===== src/rtl/pps_pkg.sv =====
// ----------------------------------------------------------------------------
// pps_pkg
// types and constants shared by the priority scheduler files
// ----------------------------------------------------------------------------
package pps_pkg;

  localparam int unsigned MAX_PROCS = 16;
  localparam int unsigned IDX_W     = (MAX_PROCS > 1) ? $clog2(MAX_PROCS) : 1;
  localparam int unsigned CNT_W     = $clog2(MAX_PROCS + 1);
  localparam int unsigned PIDX_W    = 4;
  localparam int unsigned TIME_W    = 32;

  localparam logic KIND_LOAD = 1'b0;
  localparam logic KIND_TICK = 1'b1;

  typedef enum logic [1:0] {
    ST_LOADED   = 2'd0,
    ST_REJECTED = 2'd1,
    ST_RAN      = 2'd2,
    ST_IDLE     = 2'd3
  } status_e;

  typedef struct packed {
    logic        kind;
    logic [15:0] arrival_time;
    logic [15:0] burst_length;
    logic [7:0]  priority_level;
  } in_item_t;

  typedef struct packed {
    status_e             status;
    logic [PIDX_W-1:0]   proc_index;
    logic                finished;
    logic [TIME_W-1:0]   finish_time;
    logic [TIME_W-1:0]   turnaround;
    logic [TIME_W-1:0]   waiting;
    logic                all_done;
  } out_item_t;

  // one table entry as stored in the process memory
  typedef struct packed {
    logic [15:0] arrival;
    logic [15:0] burst;
    logic [7:0]  prio;
    logic [15:0] remaining;
  } entry_t;

  localparam int unsigned ENTRY_W = $bits(entry_t);

endpackage


===== src/rtl/pps_ram.sv =====
// ----------------------------------------------------------------------------
// pps_ram
// generic single-write, single-read ram with registered read data
// ----------------------------------------------------------------------------
module pps_ram #(
  parameter int unsigned WIDTH = 8,
  parameter int unsigned DEPTH = 16
) (
  input  logic                                     clk_i,
  input  logic                                     we_i,
  input  logic [((DEPTH > 1) ? $clog2(DEPTH) : 1)-1:0] waddr_i,
  input  logic [WIDTH-1:0]                         wdata_i,
  input  logic [((DEPTH > 1) ? $clog2(DEPTH) : 1)-1:0] raddr_i,
  output logic [WIDTH-1:0]                         rdata_o
);

  logic [WIDTH-1:0] mem_q [DEPTH];
  logic [WIDTH-1:0] rdata_q;

  always_ff @(posedge clk_i) begin
    if (we_i) begin
      mem_q[waddr_i] <= wdata_i;
    end
    rdata_q <= mem_q[raddr_i];
  end

  assign rdata_o = rdata_q;

endmodule


===== src/rtl/preemptive_priority_scheduler.sv =====
// ----------------------------------------------------------------------------
// preemptive_priority_scheduler
// preemptive priority scheduler over a table of up to MAX_PROCS processes
// ----------------------------------------------------------------------------
// usage:
//   input channel in_valid_i / in_stall_o / in_data_i carries load or tick
//   items; output channel out_valid_o / out_stall_i / out_data_o returns one
//   result item for every input item, in order.
//   a load item writes one entry into the process ram, or is rejected on a
//   full table; its result goes through the emit state into the output
//   register and the next item is taken back in idle. a tick on an empty
//   table takes the same path. any other tick scans the loaded entries
//   through the single read port of the ram, one entry per cycle, writes
//   the picked entry back in the finish state, then passes a wait state for
//   the waiting time subtract when the picked process finishes, and emits.
//   one item is in work at a time; the next item is taken while the last
//   result still sits in the output register.
//   reset clears the counters and the time; the ram itself is not cleared,
//   only entries below the load count are ever used.
//   when the receiver stalls, the result holds in the output register and a
//   later finished result waits in the emit state until the register frees.
// ----------------------------------------------------------------------------
module preemptive_priority_scheduler
  import pps_pkg::*;
(
  input  logic      clk_i,
  input  logic      rst_ni,
  input  logic      in_valid_i,
  output logic      in_stall_o,
  input  in_item_t  in_data_i,
  output logic      out_valid_o,
  input  logic      out_stall_i,
  output out_item_t out_data_o
);

  // sequencer states, one-hot
  typedef enum logic [4:0] {
    S_IDLE = 5'b00001,
    S_SCAN = 5'b00010,
    S_FIN  = 5'b00100,
    S_WAIT = 5'b01000,
    S_EMIT = 5'b10000
  } state_e;

  state_e              state_q, state_d;
  logic [CNT_W-1:0]    load_cnt_q, load_cnt_d;
  logic [CNT_W-1:0]    comp_cnt_q, comp_cnt_d;
  logic [TIME_W-1:0]   time_q, time_d;
  logic [TIME_W-1:0]   ftime_q, ftime_d;
  logic                out_valid_q, out_valid_d;
  out_item_t           out_q, out_d;

  // scan bookkeeping
  logic [IDX_W-1:0]    chk_q, chk_d;
  logic                found_q, found_d;
  logic [IDX_W-1:0]    pick_q, pick_d;
  entry_t              best_q, best_d;
  logic [TIME_W-1:0]   tat_q, tat_d;
  out_item_t           res_q, res_d;

  // ram port signals
  logic                ram_we;
  logic [IDX_W-1:0]    ram_waddr;
  entry_t              ram_wdata;
  logic [IDX_W-1:0]    ram_raddr;
  logic [ENTRY_W-1:0]  ram_rdata;
  entry_t              rd_entry;

  logic                in_acc;
  logic                out_free;
  logic                full;
  logic                ready_ent;
  logic                better;
  logic                last_ent;
  logic [TIME_W-1:0]   next_time;

  pps_ram #(
    .WIDTH (ENTRY_W),
    .DEPTH (MAX_PROCS)
  ) u_proc_ram (
    .clk_i   (clk_i),
    .we_i    (ram_we),
    .waddr_i (ram_waddr),
    .wdata_i (ram_wdata),
    .raddr_i (ram_raddr),
    .rdata_o (ram_rdata)
  );

  assign rd_entry   = entry_t'(ram_rdata);
  assign in_stall_o = (state_q != S_IDLE);
  assign in_acc     = in_valid_i && (state_q == S_IDLE);
  assign out_free   = !out_valid_q || !out_stall_i;
  assign full       = (load_cnt_q == CNT_W'(MAX_PROCS));
  assign next_time  = (time_q == '1) ? time_q : time_q + TIME_W'(1);

  // entry under inspection: arrived, unfinished, strictly more urgent
  assign ready_ent = (TIME_W'(rd_entry.arrival) <= time_q) && (rd_entry.remaining != '0);
  assign better    = !found_q || (rd_entry.prio < best_q.prio);
  assign last_ent  = (CNT_W'(chk_q) + CNT_W'(1)) == load_cnt_q;

  always_comb begin
    state_d     = state_q;
    load_cnt_d  = load_cnt_q;
    comp_cnt_d  = comp_cnt_q;
    time_d      = time_q;
    ftime_d     = ftime_q;
    out_valid_d = out_valid_q;
    out_d       = out_q;
    chk_d       = chk_q;
    found_d     = found_q;
    pick_d      = pick_q;
    best_d      = best_q;
    tat_d       = tat_q;
    res_d       = res_q;

    ram_we      = 1'b0;
    ram_waddr   = pick_q;
    ram_wdata   = best_q;
    ram_raddr   = chk_q + IDX_W'(1);

    // the output register drains on its own
    if (out_valid_q && !out_stall_i) begin
      out_valid_d = 1'b0;
    end

    case (state_q)
      S_IDLE: begin
        ram_raddr = '0;
        if (in_acc) begin
          res_d = '0;
          if (in_data_i.kind == KIND_LOAD) begin
            if (full) begin
              res_d.status = ST_REJECTED;
            end else begin
              ram_we                = 1'b1;
              ram_waddr             = load_cnt_q[IDX_W-1:0];
              ram_wdata.arrival     = in_data_i.arrival_time;
              ram_wdata.burst       = in_data_i.burst_length;
              ram_wdata.prio        = in_data_i.priority_level;
              ram_wdata.remaining   = in_data_i.burst_length;
              load_cnt_d            = load_cnt_q + CNT_W'(1);
              // zero burst counts as done at load
              if (in_data_i.burst_length == '0) begin
                comp_cnt_d = comp_cnt_q + CNT_W'(1);
              end
              res_d.status     = ST_LOADED;
              res_d.proc_index = PIDX_W'(load_cnt_q[IDX_W-1:0]);
            end
            state_d = S_EMIT;
          end else begin
            ftime_d = next_time;
            found_d = 1'b0;
            chk_d   = '0;
            if (load_cnt_q == '0) begin
              res_d.status = ST_IDLE;
              time_d       = next_time;
              state_d      = S_EMIT;
            end else begin
              state_d = S_SCAN;
            end
          end
        end
      end

      S_SCAN: begin
        if (ready_ent && better) begin
          found_d = 1'b1;
          pick_d  = chk_q;
          best_d  = rd_entry;
        end
        chk_d = chk_q + IDX_W'(1);
        if (last_ent) begin
          state_d = S_FIN;
        end
      end

      S_FIN: begin
        time_d = ftime_q;
        if (!found_q) begin
          res_d.status = ST_IDLE;
          state_d      = S_EMIT;
        end else begin
          ram_we              = 1'b1;
          ram_wdata.remaining = best_q.remaining - 16'd1;
          res_d.status        = ST_RAN;
          res_d.proc_index    = PIDX_W'(pick_q);
          if (best_q.remaining == 16'd1) begin
            comp_cnt_d        = comp_cnt_q + CNT_W'(1);
            res_d.finished    = 1'b1;
            res_d.finish_time = ftime_q;
            tat_d             = ftime_q - TIME_W'(best_q.arrival);
            state_d           = S_WAIT;
          end else begin
            state_d = S_EMIT;
          end
        end
      end

      S_WAIT: begin
        res_d.turnaround = tat_q;
        res_d.waiting    = (tat_q >= TIME_W'(best_q.burst)) ?
                           tat_q - TIME_W'(best_q.burst) : '0;
        state_d          = S_EMIT;
      end

      S_EMIT: begin
        if (out_free) begin
          out_d          = res_q;
          out_d.all_done = (comp_cnt_q == load_cnt_q);
          out_valid_d    = 1'b1;
          state_d        = S_IDLE;
        end
      end

      default: begin
        state_d = S_IDLE;
      end
    endcase
  end

  // control state
  always_ff @(posedge clk_i or negedge rst_ni) begin
    if (!rst_ni) begin
      state_q     <= S_IDLE;
      load_cnt_q  <= '0;
      comp_cnt_q  <= '0;
      time_q      <= '0;
      out_valid_q <= 1'b0;
      found_q     <= 1'b0;
      chk_q       <= '0;
    end else begin
      state_q     <= state_d;
      load_cnt_q  <= load_cnt_d;
      comp_cnt_q  <= comp_cnt_d;
      time_q      <= time_d;
      out_valid_q <= out_valid_d;
      found_q     <= found_d;
      chk_q       <= chk_d;
    end
  end

  // payload registers
  always_ff @(posedge clk_i) begin
    ftime_q <= ftime_d;
    out_q   <= out_d;
    pick_q  <= pick_d;
    best_q  <= best_d;
    tat_q   <= tat_d;
    res_q   <= res_d;
  end

  assign out_valid_o = out_valid_q;
  assign out_data_o  = out_q;

  // checks
  a_comp_le_load: assert property (@(posedge clk_i) disable iff (!rst_ni)
    comp_cnt_q <= load_cnt_q)
    else $error("completed count above loaded count");

  a_load_bound: assert property (@(posedge clk_i) disable iff (!rst_ni)
    load_cnt_q <= CNT_W'(MAX_PROCS))
    else $error("loaded count beyond table size");

  a_time_mono: assert property (@(posedge clk_i) disable iff (!rst_ni)
    1'b1 |=> time_q >= $past(time_q))
    else $error("time went backwards");

  a_wait_le_tat: assert property (@(posedge clk_i) disable iff (!rst_ni)
    (out_valid_q && out_q.finished) |-> (out_q.waiting <= out_q.turnaround))
    else $error("waiting time above turnaround");

endmodule


===== config.mk =====
export PLATFORM = sky130hd
export DESIGN_NAME = preemptive_priority_scheduler
export DESIGN_NICKNAME = d
export VERILOG_FILES = /design/src/rtl/pps_pkg.sv /design/src/rtl/pps_ram.sv /design/src/rtl/preemptive_priority_scheduler.sv
export SDC_FILE = /design/constraint.sdc
export NUM_CORES = 2
export LEC_CHECK = 0
export ABC_AREA = 1
export BUFFER_PORTS_ARGS = -buffer_cell sky130_fd_sc_hd__buf_2
export CAP_MARGIN = 25
export CORE_ASPECT_RATIO = 1.25
export CORE_UTILIZATION = 30
export CTS_BUF_LIST = sky130_fd_sc_hd__clkbuf_4 sky130_fd_sc_hd__clkbuf_8
export CTS_CLUSTER_SIZE = 25
export DETAILED_ROUTE_END_ITERATION = 7
export GPL_ROUTABILITY_DRIVEN = 0
export SYNTH_ARGS = -nofsm -noshare
export SYNTH_HDL_FRONTEND = slang
export SYNTH_HIERARCHICAL = 1
export SYNTH_SLANG_ARGS = --single-unit
export TNS_END_PERCENT = 30

===== constraint.sdc =====
create_clock -name clk_i -period 8 [get_ports clk_i]
set_input_delay 0.4 -clock clk_i [delete_from_list [all_inputs] [get_ports clk_i]]
set_output_delay 0.4 -clock clk_i [all_outputs]
set_load 0.05 [all_outputs]

# Yosys cells after proc, flatten, opt, wreduce, memory -nomap -nowiden
# Memories as Yosys holds them, arrays and structs flattened. A register that Yosys moved wholly into a read port is not among the register bits.
# Index checks and enable logic that the tools add are counted.
totals:
  register_bits: 384
  n_memories: 1
  ram_bits: 896
  elab_cells: 152
mem_list:
  columns: ["memory", "words", "word_bits", "read_ports", "rd_ports_with_merged_regs", "wr", "line_no", "source"]
  rows:
  - ["u_proc_ram.mem_q", 16, 56, 1, 1, 1, "pps_ram.sv:17", "logic [WIDTH-1:0] mem_q [DEPTH];"]
classes:
  n_addsub: 8
  n_bitwise: 2
  reduce_logical: 29
  mux: 60
  eq_ne: 22
  order_cmp: 3
ops:
  columns: ["cell", "n"]
  rows:
  - ["$mux 56", 3]
  - ["$mux 32", 5]
  - ["$pmux 64 s2", 1]
  - ["$mux 104", 1]
  - ["$pmux 39 s2", 1]
  - ["$mux 5", 13]
  - ["$pmux 32 s2", 1]
  - ["$sub 32x16->32", 2]
  - ["$mux 40", 1]
  - ["$mux 37", 1]
  - ["$mux 4", 9]
  - ["$mux 33", 1]
  - ["$add 32x1->32 const B", 1]
  - ["$eq 32x32->1 const B", 1]
  - ["$ge 32x16->1", 1]
  - ["$le 16x32->1", 1]
  - ["$pmux 16 s2", 1]
  - ["$pmux 5 s5", 1]
  - ["$ne 2x2->1 const B", 9]
  - ["$eq 16x1->1 const B", 1]
  - ["$logic_not 16->1", 1]
  - ["$mux 16", 1]
  - ["$reduce_and 4->1", 4]
  - ["$reduce_bool 16->1", 1]
  - ["other kinds (27)", 62]

# Longest topological paths before layout
depth:
  ltp_word: 7
  mapped_depth: 15

# Cells and area by module
# Netlist, hierarchy kept.
modules_own_cells:
  columns: ["module", "area_per_inst_um2", "n_inst", "cells_each"]
  rows:
  - ["pps_ram", 39679.3, 1, 3688]
  - ["preemptive_priority_scheduler", 19449.9, 1, 2087]

# Worst setup path after synthesis
# Ideal clock, no wire load.
synth_timing:
  kind: "register to register"
  from: "register state_q[1]"
  to: "register out_q, in the netlist out_data_o[0] (enable)"
  path_buffers: 0
  setup_slack_ps: 2254
  synth_period_minus_slack_ps: 5746
  t_arrival_ps: 5179
  path_stages_with_launch: 6
  t_required_ps: 7433
  setup_ps: 567
  path_cell_list: "dfrtp_1 > inv_1 > nand2_1 > nor3_1 > inv_1 > nor2_1"
synth_via:
  elab_chain_len: 2
synth_lines:
  columns: ["item", "line_no", "source"]
  rows:
  - ["start: declaration", "preemptive_priority_scheduler.sv:45", "state_e state_q, state_d;"]
  - ["start signal: assignment", "preemptive_priority_scheduler.sv:232", "state_q <= state_d;"]
  - ["$eq 5x5->1", "preemptive_priority_scheduler.sv:126", "case (state_q)"]
  - ["$reduce_and 2->1 (no source line)", null, null]
  - ["end signal: assignment", "preemptive_priority_scheduler.sv:245", "out_q <= out_d;"]
  - ["end: declaration", "preemptive_priority_scheduler.sv:51", "out_item_t out_q, out_d;"]
# No other way between the ends.
# A chain may end at the register's enable or synchronous reset.

# Worst setup path in the final report
layout_timing:
  from: "register load_cnt_q[0]"
  to: "memory u_proc_ram/mem_q[12][39] in the netlist's numbering (enable)"
layout_via:
  elab_cells_between_ends: 11
  cone_classes: "eq/ne: 1; mux: 10"
layout_rtl:
  columns: ["item", "line_no", "source"]
  rows:
  - ["start: declaration", "preemptive_priority_scheduler.sv:46", "logic [CNT_W-1:0] load_cnt_q, load_cnt_d;"]
  - ["start signal: assignment", "preemptive_priority_scheduler.sv:233", "load_cnt_q <= load_cnt_d;"]
  - ["$eq 5x5->1", "preemptive_priority_scheduler.sv:93", "assign full = (load_cnt_q == CNT_W'(MAX_PROCS));"]
  - ["$mux 4", "preemptive_priority_scheduler.sv:132", "if (full) begin"]
  - ["$mux 4", "preemptive_priority_scheduler.sv:131", "if (in_data_i.kind == KIND_LOAD) begin"]
  - ["$mux 4", "preemptive_priority_scheduler.sv:129", "if (in_acc) begin"]
  - ["$mux 4", "preemptive_priority_scheduler.sv:126", null]
  - ["net ram_waddr[1]", "preemptive_priority_scheduler.sv:63", "logic [IDX_W-1:0] ram_waddr;"]
  - ["end: declaration", "pps_ram.sv:17", null]
# The timed path passes the listed nets, and every way through them passes these cells.

==> metrics.cfg <==
[routing]
drc=0
num_vias=40430
via_per_inst=4.627
wl_per_cell_um=18.07
dr.pass1.iters=7
drtAntennaViolNets=0
drt-initial-drc-count=3680
routed_wl_um=157900

[synthesis]
ys_seq_area_share_pct=66.45
synth-seq-cells=1336
synth_cells=5775
synth_top_area_share_pct=62.31
syn_nets=5884
ys.flop_type=edfxtp_1
yosysTopAreaCell=edfxtp_1
synth.area.top_cells=edfxtp_1 62%, nand2_1 11%, nand3_1 6.6%, inv_1 6.1%, dfrtp_1 2.2%
synthArstFlopShare_pct=3.967
synth_edf_count=1227
synthDistinctLibCells=53
ys_warn_count=6
synth_area_per_cell_um2=10.24
syn_area_um2=59130

[sta]
tns_ps=0
fmax_mhz=197.8
setup_viol=0
tightest_slew_ps=1238
period_share_pct=63.19
max_slew_margin_pct=17.47
hold_violations=0
rsz0062_at_grt=false
fin_ws_ps=2945
fin_worst_skew_ps=40.61
fin_crit_ps=5055
slew_violations=0

[setup_path]
worstSetupEndpointType=flop
crit_buf_inv=6
r2r_slack_ps=2940
crit_chain=inv_1 > ha_1 > nand4_1 > nand2_1 > inv_1 > nand2_1 > clkinv_2 > buf_4 > o21ai_0 > inv_1 > nand2_1 > nor2_4 > buf_4
startpoint=load_cnt_q[0]$_DFFE_PN0P_
ff2ff_path_depth=13
path_class=flop to flop
cp_max_fo=79
worstPathArrival_ps=5570
start_kind=flop
cpPeakStageDelay_ps=800
worst_ep_required_time_ps=8520
critical-path-top-delay-family=buffers and inverters
rr_startpoint=load_cnt_q[0]$_DFFE_PN0P_
endpoint=u_proc_ram/mem_q[12][39]$_DFFE_PP_
r2r-end=u_proc_ram/mem_q[12][39]$_DFFE_PP_
crit_path_top_delay_cell=nor2_4
cp_num_cells=13

[global_route]
first_global_vias=38710
grt_pass1_wl_um=236200
overflow=0
track_usage_pct=15.65
grt_max_degree=219
antenna_found_initial=6

[cells_and_area]
drive_gt1_share_pct=10.69
fin_cells=8738
syn_to_final_growth_pct=13.13
fillers=19460
finalNetCount=6112

[clock_network]
clock_sinks=1336
h-tree-depth=4
cts_buffers=196
insertion_delay_ps=920
clockBufferDepth=3
root_buffer=clkbuf_8
ctsResizeCount=0
cts_tree=built
clkTransAtPathRegs_ps=60

[power_and_ir_drop]
peakVddDrop_v=0.0001539
power.density_nw_per_um2=198.2
leakage_nw=27.53

[floorplanning]
dieHeight_um=498.4
die_w_um=399.1
io_pins=151
dieArea_um2=198900
rows=181
coreArea_um2=195200
start_util_pct=30.29

[placed_design]
portBuffers=150
place_ws_ps=2992
dp_hpwl_um=97620
place_inst=8355

[status]
run_status=completed

[hold_path]
holdCritPathClass=input port to flop

[job]
maxCapViolations=0

[area by class of cell]
type | instances | area, µm² | share of cell area, %
flip-flops and latches | 1336 | 39290 | 58.74
multi-input cells | 3246 | 14920 | 22.30
well taps | 2562 | 3206 | 4.792
diodes | 1 | 2.502 | 0.003741
clock buffers | 288 | 3501 | 5.233
repair buffers | 252 | 1658 | 2.478
clock inverters | 82 | 639.4 | 0.9558
inverters | 971 | 3676 | 5.495
[metrics by stage]
step                util [%]  area, µm²  power [mW]  hold slack, ps
global placement       32.01      62480       7.700           385.6
finish                 34.27      66900       13.26           83.45
detailed placement     32.07      62620       7.699           389.7
floorplan                  -      59130       7.659           104.4
global route           34.27      66900       13.67           91.55
CTS                    34.23      66820       13.40          0.6907
[kinds of logic (layout without fill, tap and decap cells)]
kind of cell / Yosys count / after routing / synth area share [%]
and+or+nand+nor: 2922 / 2922 / 20.89
xor gates and xnor gates: 45 / 45 / 0.6665
adders and majority gates: 64 / 64 / 1.380
AOI/OAI and AO/OA: 215 / 215 / 1.985
other: 0 / 1 / 0
DFF: 1336 / 1336 / 66.45
buffers and inverters: 1193 / 1593 / 8.629
[registers in the layout, indices dropped and copies added, names as in the netlist, 5 cells and up]
name                cells
best_q                 56
out_data_o            104
ftime_q                32
res_q                 103
load_cnt_q              5
u_proc_ram/mem_q      896
tat_q                  32
time_q                 32
u_proc_ram/rdata_o     56
state_q                 5
comp_cnt_q              5
[how the worst min path moves through the flow]
stage	from	end	slack, ps	cells after the start
finish	in_data_i[37]	u_proc_ram/mem_q[2][53]$_DFFE_PP_	80	4
global route	in_data_i[26]	u_proc_ram/mem_q[3][42]$_DFFE_PP_	90	4
CTS	in_data_i[6]	u_proc_ram/mem_q[7][22]$_DFFE_PP_	0.7	3
detailed placement	u_proc_ram/rdata_o[29]$_DFF_P_	best_q[29]$_DFFE_PP_	390	0
global placement	u_proc_ram/rdata_o[34]$_DFF_P_	best_q[34]$_DFFE_PP_	390	0
floorplan	rst_ni	chk_q[0]$_DFFE_PN0P_	100	0
[per-layer routing]
| layer | up-vias | GRT usage [%] | share of wire, % |
|---|---|---|---|
| li1 | 19310 | - | - |
| met3 | 289 | 2.719 | 6.5 |
| met2 | 1404 | 26.48 | 49 |
| met1 | 19430 | 19.90 | 42 |
| met4 | 0 | 5.731 | 3.1 |
| met5 | - | 0 | 0 |
[timing repair]
action                                 in CTS  in global routing
buffers inserted                            0                  0
endpoints found under the hold margin      70                  0
hold buffers                                6                  0
[report_power, final]
part / internal [mW] / switching [mW] / total [mW]
clock network: 3.03 / 2.67 / 5.70
logic: 0.0110 / 0.0341 / 0.0451
registers: 7.51 / 0.0000000000000000157 / 7.51
total: 10.6 / 2.71 / 13.3
[cells in the mapped netlist (3+ instances only)]
master / instances
a21o_1: 3
nand3b_1: 4
nand3_1: 775
o21bai_1: 4
xor2_1: 35
buf_6: 55
nand4_1: 37
a21oi_1: 82
a22oi_1: 16
ha_1: 62
buf_4: 16
clkbuf_1: 39
nor2_4: 3
o211ai_1: 5
xnor2_1: 10
nand2_1: 1693
buf_1: 5
o21ai_0: 89
nor4_1: 6
dfrtp_1: 52
o22ai_1: 3
inv_1: 959
edfxtp_1: 1227
nand3_2: 20
o21ai_1: 5
dfxtp_1: 56
nor2_1: 331
buf_2: 106
nand2_2: 4
nor3_1: 34
inv_2: 10
[worst register-to-register path: stages, from the launching register on]
cell      delay (ps)
dfrtp_1          460
inv_1            130
ha_1             230
nand4_1          110
nand2_1          120
inv_1            120
nand2_1          310
clkinv_2         130
buf_4            750
o21ai_0          340
inv_1            140
nand2_1          250
nor2_4           810
buf_4            770
[cell usage in the layout (no fill, tap or decap), drive strengths merged, types with 16 or more instances in the layout]
cell type,netlist,routed
ha,62,62
a21oi,82,82
xor2,35,35
nand4,39,39
nand3,795,795
nor3,37,37
clkbuf,39,288
nor2,335,335
dfrtp,52,52
o21ai,94,94
a22oi,16,16
nand2,1699,1699
clkinv,0,68
inv,971,974
dfxtp,56,56
edfxtp,1227,1227
buf,183,246
Power figures use the tool's default switching activity.
